==> src/rtl/cru_pkg.sv <==
// ----------------------------------------------------------------------------
// cru_pkg
// Shared widths, register map, decode phase codes and control structs for
// the channel RLE unpacker.
// ----------------------------------------------------------------------------
`timescale 1ns / 1ps
`default_nettype none

package cru_pkg;

    // Field and register widths
    localparam int DIM_W       = 13;
    localparam int TOTAL_W     = 26;
    localparam int OFFSET_W    = 26;
    localparam int CNT_W       = 8;
    localparam int BYTE_W      = 8;
    localparam int SLOT_W      = 2;
    localparam int ADDR_W      = 4;
    localparam int DATA_W      = 32;
    localparam int MAX_DIM_DEF = 4096;

    // Header byte split between repeat runs and literal runs
    localparam logic [BYTE_W-1:0] RLE_SPLIT = 8'd128;

    // Register indexes (byte address / 4)
    localparam logic [1:0] REG_MODE   = 2'd0;
    localparam logic [1:0] REG_WIDTH  = 2'd1;
    localparam logic [1:0] REG_HEIGHT = 2'd2;
    localparam logic [1:0] REG_SLOT   = 2'd3;

    // Compression modes
    localparam logic MODE_RAW = 1'b0;
    localparam logic MODE_RLE = 1'b1;

    // Decode phase, one-hot
    typedef enum logic [2:0] {
        PH_HEADER  = 3'b001,
        PH_REPEAT  = 3'b010,
        PH_LITERAL = 3'b100
    } phase_t;

    // Configuration as seen by the decode core
    typedef struct packed {
        logic                mode;
        logic [DIM_W-1:0]    width;    // clamped pixels per row
        logic [SLOT_W-1:0]   slot;
        logic [TOTAL_W-1:0]  total;    // clamped width times clamped height
        logic                clear;    // register write, restart decode
    } cfg_t;

    // Decode core status
    typedef struct packed {
        logic at_start;
    } status_t;

endpackage : cru_pkg

`default_nettype wire

==> src/rtl/cru_cfg.sv <==
// ----------------------------------------------------------------------------
// cru_cfg
// APB register file: mode, width, height and channel slot, with clamped
// dimensions and a registered pixel total for the decode core.
// ----------------------------------------------------------------------------
`timescale 1ns / 1ps
`default_nettype none

module cru_cfg #(
    parameter int MAX_DIM = cru_pkg::MAX_DIM_DEF
) (
    input  wire logic                        clk,
    input  wire logic                        rst_n,
    input  wire logic                        psel,
    input  wire logic                        penable,
    input  wire logic                        pwrite,
    input  wire logic [cru_pkg::ADDR_W-1:0]  paddr,
    input  wire logic [cru_pkg::DATA_W-1:0]  pwdata,
    output logic      [cru_pkg::DATA_W-1:0]  prdata,
    output logic                             pready,
    output cru_pkg::cfg_t                    cfg
);
    import cru_pkg::*;

    logic                 mode_reg;
    logic [DIM_W-1:0]     width_reg;
    logic [DIM_W-1:0]     height_reg;
    logic [SLOT_W-1:0]    slot_reg;
    logic [TOTAL_W-1:0]   total_reg;
    logic [TOTAL_W-1:0]   total_next;
    logic [DIM_W-1:0]     width_c;
    logic [DIM_W-1:0]     height_c;
    logic                 wr_en;
    logic [1:0]           reg_idx;

    function automatic logic [DIM_W-1:0] clamp_dim(input logic [DIM_W-1:0] d);
        logic [DIM_W-1:0] r;
        if (d == '0)
            r = DIM_W'(1);
        else if (32'(d) > MAX_DIM)
            r = DIM_W'(MAX_DIM);
        else
            r = d;
        return r;
    endfunction

    assign pready  = 1'b1;
    assign reg_idx = paddr[3:2];
    assign wr_en   = psel && penable && pwrite && pready;

    // Register writes
    always_ff @(posedge clk or negedge rst_n)
    begin
        if (!rst_n)
        begin
            mode_reg   <= MODE_RAW;
            width_reg  <= DIM_W'(1);
            height_reg <= DIM_W'(1);
            slot_reg   <= '0;
        end
        else if (wr_en)
        begin
            case (reg_idx)
                REG_MODE:   mode_reg   <= pwdata[0];
                REG_WIDTH:  width_reg  <= pwdata[DIM_W-1:0];
                REG_HEIGHT: height_reg <= pwdata[DIM_W-1:0];
                REG_SLOT:   slot_reg   <= pwdata[SLOT_W-1:0];
                default:    mode_reg   <= mode_reg;
            endcase
        end
    end

    // Clamp dimensions and register the pixel total
    assign width_c    = clamp_dim(width_reg);
    assign height_c   = clamp_dim(height_reg);
    assign total_next = TOTAL_W'(width_c) * TOTAL_W'(height_c);

    always_ff @(posedge clk or negedge rst_n)
    begin
        if (!rst_n)
            total_reg <= TOTAL_W'(1);
        else
            total_reg <= total_next;
    end

    // Read back
    always_comb
    begin
        case (reg_idx)
            REG_MODE:   prdata = DATA_W'(mode_reg);
            REG_WIDTH:  prdata = DATA_W'(width_reg);
            REG_HEIGHT: prdata = DATA_W'(height_reg);
            REG_SLOT:   prdata = DATA_W'(slot_reg);
            default:    prdata = '0;
        endcase
    end

    assign cfg.mode  = mode_reg;
    assign cfg.width = width_c;
    assign cfg.slot  = slot_reg;
    assign cfg.total = total_reg;
    assign cfg.clear = wr_en;

endmodule : cru_cfg

`default_nettype wire

==> src/rtl/cru_core.sv <==
// ----------------------------------------------------------------------------
// cru_core
// Input byte register, raw/RLE decode state and fill-command result
// register. One byte is decoded per cycle while the result register is free or being taken.
// ----------------------------------------------------------------------------
`timescale 1ns / 1ps
`default_nettype none

module cru_core #(
    parameter int MAX_DIM = cru_pkg::MAX_DIM_DEF
) (
    input  wire logic                          clk,
    input  wire logic                          rst_n,
    input  wire cru_pkg::cfg_t                 cfg,
    input  wire logic                          in_valid,
    output logic                               in_ready,
    input  wire logic [cru_pkg::BYTE_W-1:0]    stream_byte,
    output logic                               out_valid,
    input  wire logic                          out_ready,
    output logic      [cru_pkg::BYTE_W-1:0]    fill_value,
    output logic      [cru_pkg::OFFSET_W-1:0]  start_offset,
    output logic      [cru_pkg::CNT_W-1:0]     fill_count,
    output logic                               channel_done,
    output cru_pkg::status_t                   status
);
    import cru_pkg::*;

    localparam int COL_W = ($clog2(MAX_DIM) < DIM_W) ? $clog2(MAX_DIM) : DIM_W;

    // Input stage
    logic                 in_vld_reg;
    logic [BYTE_W-1:0]    byte_reg;

    // Decode state
    phase_t               phase_reg,  phase_next;
    logic [CNT_W-1:0]     lit_reg,    lit_next;
    logic [TOTAL_W-1:0]   pix_reg,    pix_next;
    logic [COL_W-1:0]     col_reg,    col_next;
    logic [1:0]           pad_reg,    pad_next;

    // Result stage
    logic                 out_vld_reg;
    logic [BYTE_W-1:0]    value_reg;
    logic [OFFSET_W-1:0]  offset_reg;
    logic [CNT_W-1:0]     count_reg;
    logic                 done_reg;

    // Fill datapath
    logic                 go;
    logic                 emit;
    logic [CNT_W-1:0]     want;
    logic [TOTAL_W-1:0]   remaining;
    logic [CNT_W-1:0]     count;
    logic                 done;
    logic [COL_W:0]       col_inc;

    assign go       = in_vld_reg && (!out_vld_reg || out_ready);
    assign in_ready = !in_vld_reg || go;

    // Hold one request byte
    always_ff @(posedge clk or negedge rst_n)
    begin
        if (!rst_n)
            in_vld_reg <= 1'b0;
        else if (in_valid && in_ready)
            in_vld_reg <= 1'b1;
        else if (go)
            in_vld_reg <= 1'b0;
    end

    always_ff @(posedge clk)
    begin
        if (in_valid && in_ready)
            byte_reg <= stream_byte;
    end

    // Clip the fill at the last pixel
    always_comb
    begin
        remaining = (pix_reg < cfg.total) ? (cfg.total - pix_reg) : TOTAL_W'(1);
        count     = (TOTAL_W'(want) > remaining) ? remaining[CNT_W-1:0] : want;
        if (count == '0)
            count = CNT_W'(1);
        done      = (TOTAL_W'(count) == remaining);
    end

    // Decode one byte
    always_comb
    begin
        phase_next = phase_reg;
        lit_next   = lit_reg;
        pix_next   = pix_reg;
        col_next   = col_reg;
        pad_next   = pad_reg;
        emit       = 1'b0;
        want       = CNT_W'(1);
        col_inc    = (COL_W+1)'(col_reg) + (COL_W+1)'(1);

        if (cfg.mode == MODE_RAW)
        begin
            if (pad_reg != '0)
                pad_next = pad_reg - 2'd1;
            else
            begin
                emit = 1'b1;
                if ((DIM_W+1)'(col_inc) >= (DIM_W+1)'(cfg.width))
                begin
                    col_next = '0;
                    pad_next = 2'(3'd4 - {1'b0, cfg.width[1:0]});
                end
                else
                    col_next = col_inc[COL_W-1:0];
            end
        end
        else
        begin
            case (phase_reg)
                PH_REPEAT:
                begin
                    emit       = 1'b1;
                    want       = lit_reg;
                    phase_next = PH_HEADER;
                    lit_next   = '0;
                end
                PH_LITERAL:
                begin
                    emit = 1'b1;
                    if (lit_reg != '0)
                        lit_next = lit_reg - CNT_W'(1);
                    if (lit_next == '0)
                        phase_next = PH_HEADER;
                end
                default:
                begin
                    if (byte_reg > RLE_SPLIT)
                    begin
                        lit_next   = byte_reg - RLE_SPLIT;
                        phase_next = PH_REPEAT;
                    end
                    else if (byte_reg != '0)
                    begin
                        lit_next   = byte_reg;
                        phase_next = PH_LITERAL;
                    end
                    else
                        phase_next = PH_HEADER;
                end
            endcase
        end

        // Advance or restart after the fill
        if (emit)
        begin
            if (done)
            begin
                phase_next = PH_HEADER;
                lit_next   = '0;
                pix_next   = '0;
                col_next   = '0;
                pad_next   = '0;
            end
            else
                pix_next = pix_reg + TOTAL_W'(count);
        end
    end

    // Update decode state
    always_ff @(posedge clk or negedge rst_n)
    begin
        if (!rst_n)
        begin
            phase_reg <= PH_HEADER;
            lit_reg   <= '0;
            pix_reg   <= '0;
            col_reg   <= '0;
            pad_reg   <= '0;
        end
        else if (cfg.clear)
        begin
            phase_reg <= PH_HEADER;
            lit_reg   <= '0;
            pix_reg   <= '0;
            col_reg   <= '0;
            pad_reg   <= '0;
        end
        else if (go)
        begin
            phase_reg <= phase_next;
            lit_reg   <= lit_next;
            pix_reg   <= pix_next;
            col_reg   <= col_next;
            pad_reg   <= pad_next;
        end
    end

    // Result register
    always_ff @(posedge clk or negedge rst_n)
    begin
        if (!rst_n)
            out_vld_reg <= 1'b0;
        else if (go && emit)
            out_vld_reg <= 1'b1;
        else if (out_ready)
            out_vld_reg <= 1'b0;
    end

    always_ff @(posedge clk)
    begin
        if (go && emit)
        begin
            value_reg  <= byte_reg;
            offset_reg <= {pix_reg[OFFSET_W-SLOT_W-1:0], cfg.slot};
            count_reg  <= count;
            done_reg   <= done;
        end
    end

    assign out_valid    = out_vld_reg;
    assign fill_value   = value_reg;
    assign start_offset = offset_reg;
    assign fill_count   = count_reg;
    assign channel_done = done_reg;

    assign status.at_start = (phase_reg == PH_HEADER) && (lit_reg == '0) &&
                             (pix_reg == '0) && (col_reg == '0) && (pad_reg == '0);

endmodule : cru_core

`default_nettype wire

==> src/rtl/channel_rle_unpacker.sv <==
// ----------------------------------------------------------------------------
// channel_rle_unpacker
// Decodes one image channel, raw with row padding or run-length coded, from
// a byte stream into fill commands for a four-byte-per-pixel frame.
//
// Usage:
//   Program mode, width, height and channel slot over the APB port while
//   the block is idle; any write restarts decoding at pixel zero.
//   Stream bytes enter on in_valid/in_ready, one request per byte. Each
//   byte yields at most one fill command on out_valid/out_ready.
//   A fill's byte lands in the input register first, then the result
//   register loads the fill once that register is free or being taken.
//   Throughput: one byte per cycle while the receiver takes each fill.
//   A new byte is taken while a finished fill waits; when the receiver
//   stalls, the result and input registers fill and in_ready drops.
//   Reset: registers go to raw mode, 1x1 image, slot 0; decode restarts.
//   After the fill that reaches the last pixel, decoding returns to its
//   start state, so row pad bytes after the last raw row are taken as
//   data of the next pass.
// ----------------------------------------------------------------------------
`timescale 1ns / 1ps
`default_nettype none

module channel_rle_unpacker #(
    parameter int MAX_DIM = cru_pkg::MAX_DIM_DEF
) (
    input  wire logic                          clk,
    input  wire logic                          rst_n,
    input  wire logic                          psel,
    input  wire logic                          penable,
    input  wire logic                          pwrite,
    input  wire logic [cru_pkg::ADDR_W-1:0]    paddr,
    input  wire logic [cru_pkg::DATA_W-1:0]    pwdata,
    output logic      [cru_pkg::DATA_W-1:0]    prdata,
    output logic                               pready,
    input  wire logic                          in_valid,
    output logic                               in_ready,
    input  wire logic [cru_pkg::BYTE_W-1:0]    stream_byte,
    output logic                               out_valid,
    input  wire logic                          out_ready,
    output logic      [cru_pkg::BYTE_W-1:0]    fill_value,
    output logic      [cru_pkg::OFFSET_W-1:0]  start_offset,
    output logic      [cru_pkg::CNT_W-1:0]     fill_count,
    output logic                               channel_done
);
    import cru_pkg::*;

    cfg_t    cfg;
    status_t status;

    cru_cfg #(
        .MAX_DIM (MAX_DIM)
    ) u_cfg (
        .clk     (clk),
        .rst_n   (rst_n),
        .psel    (psel),
        .penable (penable),
        .pwrite  (pwrite),
        .paddr   (paddr),
        .pwdata  (pwdata),
        .prdata  (prdata),
        .pready  (pready),
        .cfg     (cfg)
    );

    cru_core #(
        .MAX_DIM (MAX_DIM)
    ) u_core (
        .clk          (clk),
        .rst_n        (rst_n),
        .cfg          (cfg),
        .in_valid     (in_valid),
        .in_ready     (in_ready),
        .stream_byte  (stream_byte),
        .out_valid    (out_valid),
        .out_ready    (out_ready),
        .fill_value   (fill_value),
        .start_offset (start_offset),
        .fill_count   (fill_count),
        .channel_done (channel_done),
        .status       (status)
    );

    // A fill always covers one to 127 pixels, within the checked bound of 128
    a_count_range: assert property (@(posedge clk) disable iff (!rst_n)
        out_valid |-> (fill_count != '0) && (fill_count <= CNT_W'(128)))
        else $error("fill count out of range");

    // Offsets land on the configured channel byte
    a_offset_slot: assert property (@(posedge clk) disable iff (!rst_n)
        out_valid |-> (start_offset[SLOT_W-1:0] == cfg.slot))
        else $error("start offset not on channel slot");

    // A register write restarts decoding
    a_cfg_restart: assert property (@(posedge clk) disable iff (!rst_n)
        cfg.clear |=> status.at_start)
        else $error("decode state not restarted after register write");

endmodule : channel_rle_unpacker

`default_nettype wire
==> config.mk <==
export PLATFORM = sky130hd
export DESIGN_NAME = channel_rle_unpacker
export DESIGN_NICKNAME = d
export VERILOG_FILES = /design/src/rtl/cru_pkg.sv /design/src/rtl/cru_cfg.sv /design/src/rtl/cru_core.sv /design/src/rtl/channel_rle_unpacker.sv
export SDC_FILE = /design/constraint.sdc
export NUM_CORES = 1
export LEC_CHECK = 0
export CAP_MARGIN = 20
export CORE_MARGIN = 3
export CORE_UTILIZATION = 35
export DETAILED_ROUTE_END_ITERATION = 10
export DONT_BUFFER_PORTS = 1
export GPL_ROUTABILITY_DRIVEN = 0
export PLACE_DENSITY = 0.52
export SLEW_MARGIN = 40
export SYNTH_ARGS = -nofsm -noshare
export SYNTH_HDL_FRONTEND = slang
export SYNTH_SLANG_ARGS = --single-unit
==> constraint.sdc <==
create_clock -name clk -period 20.5 [get_ports clk]
set_input_delay 4.1 -clock clk [delete_from_list [all_inputs] [get_ports clk]]
set_output_delay 4.1 -clock clk [all_outputs]
set_load 0.02 [all_outputs]
==> run summary, run 1 <==
outcome - completed
Setup-failing EPs final - 0
mux cell area share after synthesis - 0.02832
pre-CTS WS - 11.04 ns
Crit. Startpoint - u_core.pix_reg[14]
CTS tree - done
area share of xor/xnor cells in the synthesized design - 0.02734
CP required - 20.88 ns
first-pass GRT wire length - 65.83 mm
via count of the first global-routing pass - 12.14k
Slew @ Worst Pin - 0.8818 ns
Yosys cell types - 86
CP max stage delay - 0.74 ns
worst path arrival time - 9.86 ns
row cnt - 76
R2R Setup Slk - 11.03 ns
Max Slew Vio Count - 0
Max Cap Viol - 0
worst setup margin - 11.03 ns
Worst Setup End Kind - flop
worst-path maximum fanout - 16
Max clock buf depth - 2
final hold vios - 0
Routed WL per cell - 17.90 um
Post-Syn Instances - 1,699
unrepaired setup endpoints after global routing - no
Layout Skew - 0.01308 ns
Synth Area in Compound Gates - 0.1466
CTS sink count - 159
Critical Path Stages - 35
GRT Resource Usage Total - 0.1776
Post-CTS Setup Inserts - 0
initial core utilization - 0.3554
fin crit period - 9.474 ns
Yosys warnings - 0
synthesis-to-finish area growth - 6.672%
register bit total from synthesis - 159
critical path's top delay family - compound AO/OA/AOI/OAI gates
pin count of the biggest net entering global routing - 109
dpl hpwl - 31.38 mm
Slowest-stage cell, CP - a2111oi_1
detailed-route DRC error count - 0
DIE WIDTH - 215.6 um
initial antenna violation count - 0
final net count - 1,961
TNS Setup - 0 ns
R2R depth - 35
period utilization - 0.4622
worst vdd ir - 0.06267 mV
CTS root buf - clkbuf_16
Synth area leaders - dfrtp_1 (17%), fa_1 (16%), ha_1 (10%)
critical path class - reg -> reg
largest family of logic cells by synthesized area - adder cells
P per Cell Area - 143.5 nW/um^2
Seq/Total Area, Yosys - 0.2757
WHS - 0.4768 ns
core area - 43,270 sq um
Post-Synth Simple-Gate Area - 0.1714
IO buf count - 0
CP Launch Type - flop
relative slew slack - 0.4109
critical path capture point - u_core.pix_reg[24]
Via Count - 12.01k
final std cells w/o fill - 2,256
antenna-violating nets left - 0
Worst-path clk slew - 0.07 ns
buffers plus inverters on the worst setup path - 5
clock buffer count from CTS - 17
drt first pass iters - 5
worst-skew pair later-pin latency - 0.47 ns
FMAX - 105.5 MHz
HP Class - reg -> reg
post-CTS resize count - 0
post-DR vias/cell - 5.325
commonest register cell after synthesis - dfrtp_1
Chip Height - 215.6 um
Antenna Cells - 0
total grt overflow - 0
hold_sp - u_core.pix_reg[18]
Cell Area, Synth - 15,380 sq um
Hold-fix buffers, CTS - 0
share of cells above drive strength 1 - 0.07121
commonest cells after routing, fill and taps aside - inv_1 (223), nand2_1 (186), ha_1 (129)
FFs w/ async S/R, synth - 0.6792
cell taking the most area after synthesis - dfrtp_1
H-tree levels - 4
area share of the largest cell type after synthesis - 0.1692
r2r endpoint - u_core.pix_reg[24]
Lkg Pwr - 7.450 nW
final wirelength - 40.39 mm
commonest non-fill, non-tap cell in the layout - inv_1
placed insts - 2,224
number of synthesized flops with an enable pin - 51
iteration-0 DRC count of the detailed router - 908
Synth Area per Inst - 9.051 sq um
adder-cell share of the synthesized area - 0.2651
worst r2r src - u_core.pix_reg[14]
die area - 46,490 sq um
Ports - 129
worst register-to-register path: cells and delay by family (launching register included):
kind / cells / cell delay [ns]
compound gates: 17 / 4.40
fa+ha+maj: 4 / 1.37
buf+inv: 5 / 0.68
flops: 1 / 0.43
mux: 1 / 0.23
simple gates: 8 / 2.28
through the flow:
stage / util / instance area (sq um) / total power [W]
6_report: 0.3791 / 16400 / 0.002353
5_1_grt: 0.3791 / 16400 / 0.002582
4_1_cts: 0.3789 / 16400 / 0.002361
3_5_place_dp: 0.3661 / 15840 / 0.002039
3_3_place_gp: 0.3654 / 15810 / 0.002019
2_1_floorplan: - / 15440 / 0.001674
layer usage:
layer	wire (um)	global-route usage
met3	2187	0.03830
met2	18780	0.2885
met5	0	0
met1	18660	0.2406
met4	763	0.04847
where the power goes:
| part | total, W | internal, W | switching [W] |
|---|---|---|---|
| logic | 0.00151 | 0.000570 | 0.000936 |
| clock network | 0.000309 | 0.000164 | 0.000145 |
| registers | 0.000538 | 0.000429 | 0.000109 |
how the worst min path moves through the flow:
stage | cells after the start | slack [ns] | end
2_1_floorplan | 0 | 0.42 | u_core.start_offset[20]
3_3_place_gp | 0 | 0.45 | u_core.start_offset[20]
3_5_place_dp | 0 | 0.46 | u_core.start_offset[20]
4_1_cts | 0 | 0.48 | u_core.start_offset[20]
5_1_grt | 0 | 0.49 | u_core.start_offset[20]
6_report | 0 | 0.48 | u_core.start_offset[20]
synth_stat cells, types with 12 or more instances:
master	number
inv_1	223
nand2_1	186
ha_1	129
nor2_1	127
fa_1	123
dfrtp_1	104
a21oi_1	72
clkbuf_1	56
edfxtp_1	51
o21ai_0	48
nand3_1	45
nor3_1	41
nand2b_1	36
xnor2_1	33
nor2b_1	32
mux2_2	31
a31oi_1	26
a21o_1	25
a22o_1	24
buf_4	22
and2_1	19
nand4_1	16
xor2_1	15
nor4_1	12
o21a_1	12
logic make-up (layout without fill, tap and decap cells):
| family | Yosys count | after routing |
|---|---|---|
| simple gates | 558 | 558 |
| compound gates | 327 | 327 |
| buf+inv | 315 | 269 |
| fa+ha+maj | 252 | 252 |
| flops | 159 | 159 |
| xor+xnor | 48 | 48 |
| mux | 38 | 38 |
| other cells | 2 | 20 |
final cells by class:
class	instances	area, sq um
clock buffers	19	454.2
clock inverters	13	100.1
fillers	4414	26860
inverters	226	848.3
multi-input cells	1243	9946
flip-flops and latches	159	4240
well taps	585	732.0
repair buffers	11	82.58
(Power assumes the default switching activity.)
==> run 2: changes to the inputs <==
==> constraint.sdc (replaced) <==
create_clock -name clk -period 9.9 [get_ports clk]
set_input_delay 1.98 -clock clk [delete_from_list [all_inputs] [get_ports clk]]
set_output_delay 1.98 -clock clk [all_outputs]
set_load 0.02 [all_outputs]
==> run 2 against run 1 <==
Compared with the run above:
- critical path depth is 4 higher
- wire length shrank 0.84%
- fmax is 6.1% higher
- cell count rose by 0.13%
- clock skew up 0.0081 ns
- register-to-register slack got worse by 10 ns
- non-clock buffer count is 3 higher
- core utilization increased by 0.14 points
- die area is the same
- final area up 0.37%
- via count is 0.29% higher
- largest cell class unchanged
==> run summary, run 2 (synthesis gave the netlist of run 1 again) <==
outcome - completed
critical path capture point - u_core.pix_reg[24]
GRT Resource Usage Total - 0.1791 (+0.001488)
Sw Pwr - 0.002475 W (+110%)
R2R depth - 39 (+11%)
Crit. Startpoint - u_cfg.total_reg[0]
final net count - 1,964 (+0.15%)
worst path arrival time - 9.25 ns (-0.61 ns)
Max Cap Viol - 0 (unchanged)
detailed-route DRC error count - 0 (unchanged)
Worst-path clk slew - 0.07 ns (about the same)
clock buffer count from CTS - 17 (unchanged)
CP max stage delay - 0.52 ns (-0.22 ns)
# fillers - 4,388 (-0.59%)
IO buf count - 0 (unchanged)
P per Cell Area - 297.7 nW/um^2 (+110%)
R2R Setup Slk - 0.97 ns (-10.05 ns)
global routing met2 resource utilization - 0.2935 (+0.005006)
switching part of the total - 0.5049 (-0.001006)
worst-path maximum fanout - 14 (-2)
first-pass GRT wire length - 66.26 mm (+0.66%)
unrepaired setup endpoints after global routing - no
Seq pwr share - 0.228 (about the same)
Chip Height - 215.6 um (unchanged)
Critical Path Stages - 39 (+11%)
initial antenna violation count - 0 (unchanged)
critical path class - reg -> reg
iteration-0 DRC count of the detailed router - 834 (-8.1%)
Lkg Pwr - 7.469 nW (+0.26%)
fin util - 0.3805 (+0.001417)
post-DR vias/cell - 5.333 (+0.16%)
FMAX - 112.0 MHz (+6.1%)
synthesis-to-finish area growth - 7.071%
antenna-violating nets left - 0 (unchanged)
Max Slew Vio Count - 0 (unchanged)
final hold vios - 0 (unchanged)
CTS tree - done
die area - 46,490 sq um (unchanged)
worst vdd ir - 0.1163 mV (+86%)
drt first pass iters - 6 (+1)
critical path's top delay family - compound AO/OA/AOI/OAI gates
TNS Setup - 0 ns (unchanged)
Slowest-stage cell, CP - dfstp_2
total grt overflow - 0 (unchanged)
Routed WL per cell - 17.73 um (-0.97%)
met3 Usage GRT - 0.03971 (+0.001408)
worst-skew pair later-pin latency - 0.47 ns (about the same)
Combinational Power Share - 0.641 (about the same)
dpl hpwl - 31.12 mm (-0.81%)
pin count of the biggest net entering global routing - 109 (unchanged)
CTS root buf - clkbuf_16
Slew @ Worst Pin - 0.8267 ns (-0.05504 ns)
Max clock buf depth - 2 (unchanged)
period utilization - 0.9019 (+0.4398)
CP Launch Type - flop
buffers plus inverters on the worst setup path - 5 (unchanged)
post-CTS resize count - 0 (unchanged)
final wirelength - 40.05 mm (-0.84%)
Worst Setup End Kind - flop
core area - 43,270 sq um (unchanged)
commonest cells after routing, fill and taps aside - inv_1 (223), nand2_1 (186), ha_1 (129)
r2r endpoint - u_core.pix_reg[24]
commonest non-fill, non-tap cell in the layout - inv_1
Crit path top cell by count - o21ai_0
row cnt - 76 (unchanged)
relative slew slack - 0.4477 (+0.03677)
H-tree levels - 4 (unchanged)
met1 usage - 0.2385 (-0.002067)
HP Class - reg -> reg
DIE WIDTH - 215.6 um (unchanged)
Post-CTS Setup Inserts - 0 (unchanged)
Clk network pwr share - 0.131 (about the same)
Antenna Cells - 0 (unchanged)
share of cells above drive strength 1 - 0.07467 (+0.003457)
initial core utilization - 0.3554 (unchanged)
GR peak layer - met2
Setup-failing EPs final - 0 (unchanged)
via count of the first global-routing pass - 12.33k (+1.6%)
CP required - 10.22 ns (-10.66 ns)
Ports - 129 (unchanged)
Hold-fix buffers, CTS - 0 (unchanged)
Internal Power - 0.002426 W (+110%)
fin crit period - 8.929 ns (-0.5452 ns)
CTS sink count - 159 (unchanged)
Final Power - 0.004901 W (+110%)
worst r2r src - u_cfg.total_reg[0]
Layout Skew - 0.02119 ns (+0.008109 ns)
Via Count - 12.05k (+0.29%)
run 2: changes by cell type in the layout (fill, tap and decap cells not counted), sizes merged:
| cell | previous run | this run |
|---|---|---|
| clkinvlp | 1 | 2 |
| inv | 229 | 231 |
| clkinv | 9 | 5 |
| clkbuf | 19 | 20 |
| buf | 11 | 14 |
run 2: layer usage:
metal / wire length, um / part of all wire / vias to the layer above
met5: 0 / 0 / -
met4: 670 / 0.017 / 0
met3: 2197 / 0.055 / 43
met2: 18950 / 0.47 / 322
met1: 18230 / 0.46 / 6014
li1: - / - / 5669
run 2: final cells by class:
type	instances	area, sq um	area share
multi-input cells	1243	9976	0.6059
clock buffers	20	456.7	0.02774
flip-flops and latches	159	4239	0.2575
well taps	585	732.0	0.04446
repair buffers	14	112.6	0.006839
clock inverters	12	100.1	0.006080
inverters	226	848.3	0.05152
run 2: worst reg2reg max path: cells and delay by family (launching register included):
kind / cells / cell delay, ns
simple gates: 9 / 1.76
compound gates: 20 / 4.55
buf+inv: 5 / 0.64
fa+ha+maj: 5 / 1.33
flops: 1 / 0.52
run 2: how the worst min path moves through the flow:
stage | start | depth (start not counted) | to
global placement | u_core.pix_reg[18] | 0 | u_core.start_offset[20]
floorplan | u_core.pix_reg[18] | 0 | u_core.start_offset[20]
detailed placement | u_core.pix_reg[18] | 0 | u_core.start_offset[20]
global route | u_core.pix_reg[18] | 0 | u_core.start_offset[20]
finish | u_core.pix_reg[18] | 0 | u_core.start_offset[20]
CTS | u_core.pix_reg[18] | 0 | u_core.start_offset[20]
run 2: power groups by stage:
| stage | clock [W] | combinational [W] | sequential (W) |
|---|---|---|---|
| final | 0.000641 | 0.00314 | 0.00112 |
| after global routing | 0.000691 | 0.00359 | 0.00114 |
| after global placement | 0 | 0.00307 | 0.00113 |
| after CTS | 0.000668 | 0.00313 | 0.00112 |
| after detailed placement | 0 | 0.00311 | 0.00113 |
| after floorplan | 0 | 0.00243 | 0.00104 |
run 2: per-stage QoR:
| stage | worst slack [ns] | cell area (sq um) | instances | hold WS [ns] |
|---|---|---|---|---|
| after floorplan | 1.947 | 15440 | 1717 | 0.4249 |
| after detailed placement | 0.7907 | 15870 | 2227 | 0.4327 |
| after CTS | 0.7283 | 16430 | 2259 | 0.4494 |
| final | 0.9708 | 16460 | 2259 | 0.4488 |
| after global routing | 0.1388 | 16460 | 2259 | 0.4708 |
| after global placement | 0.8192 | 15830 | 2226 | 0.4342 |
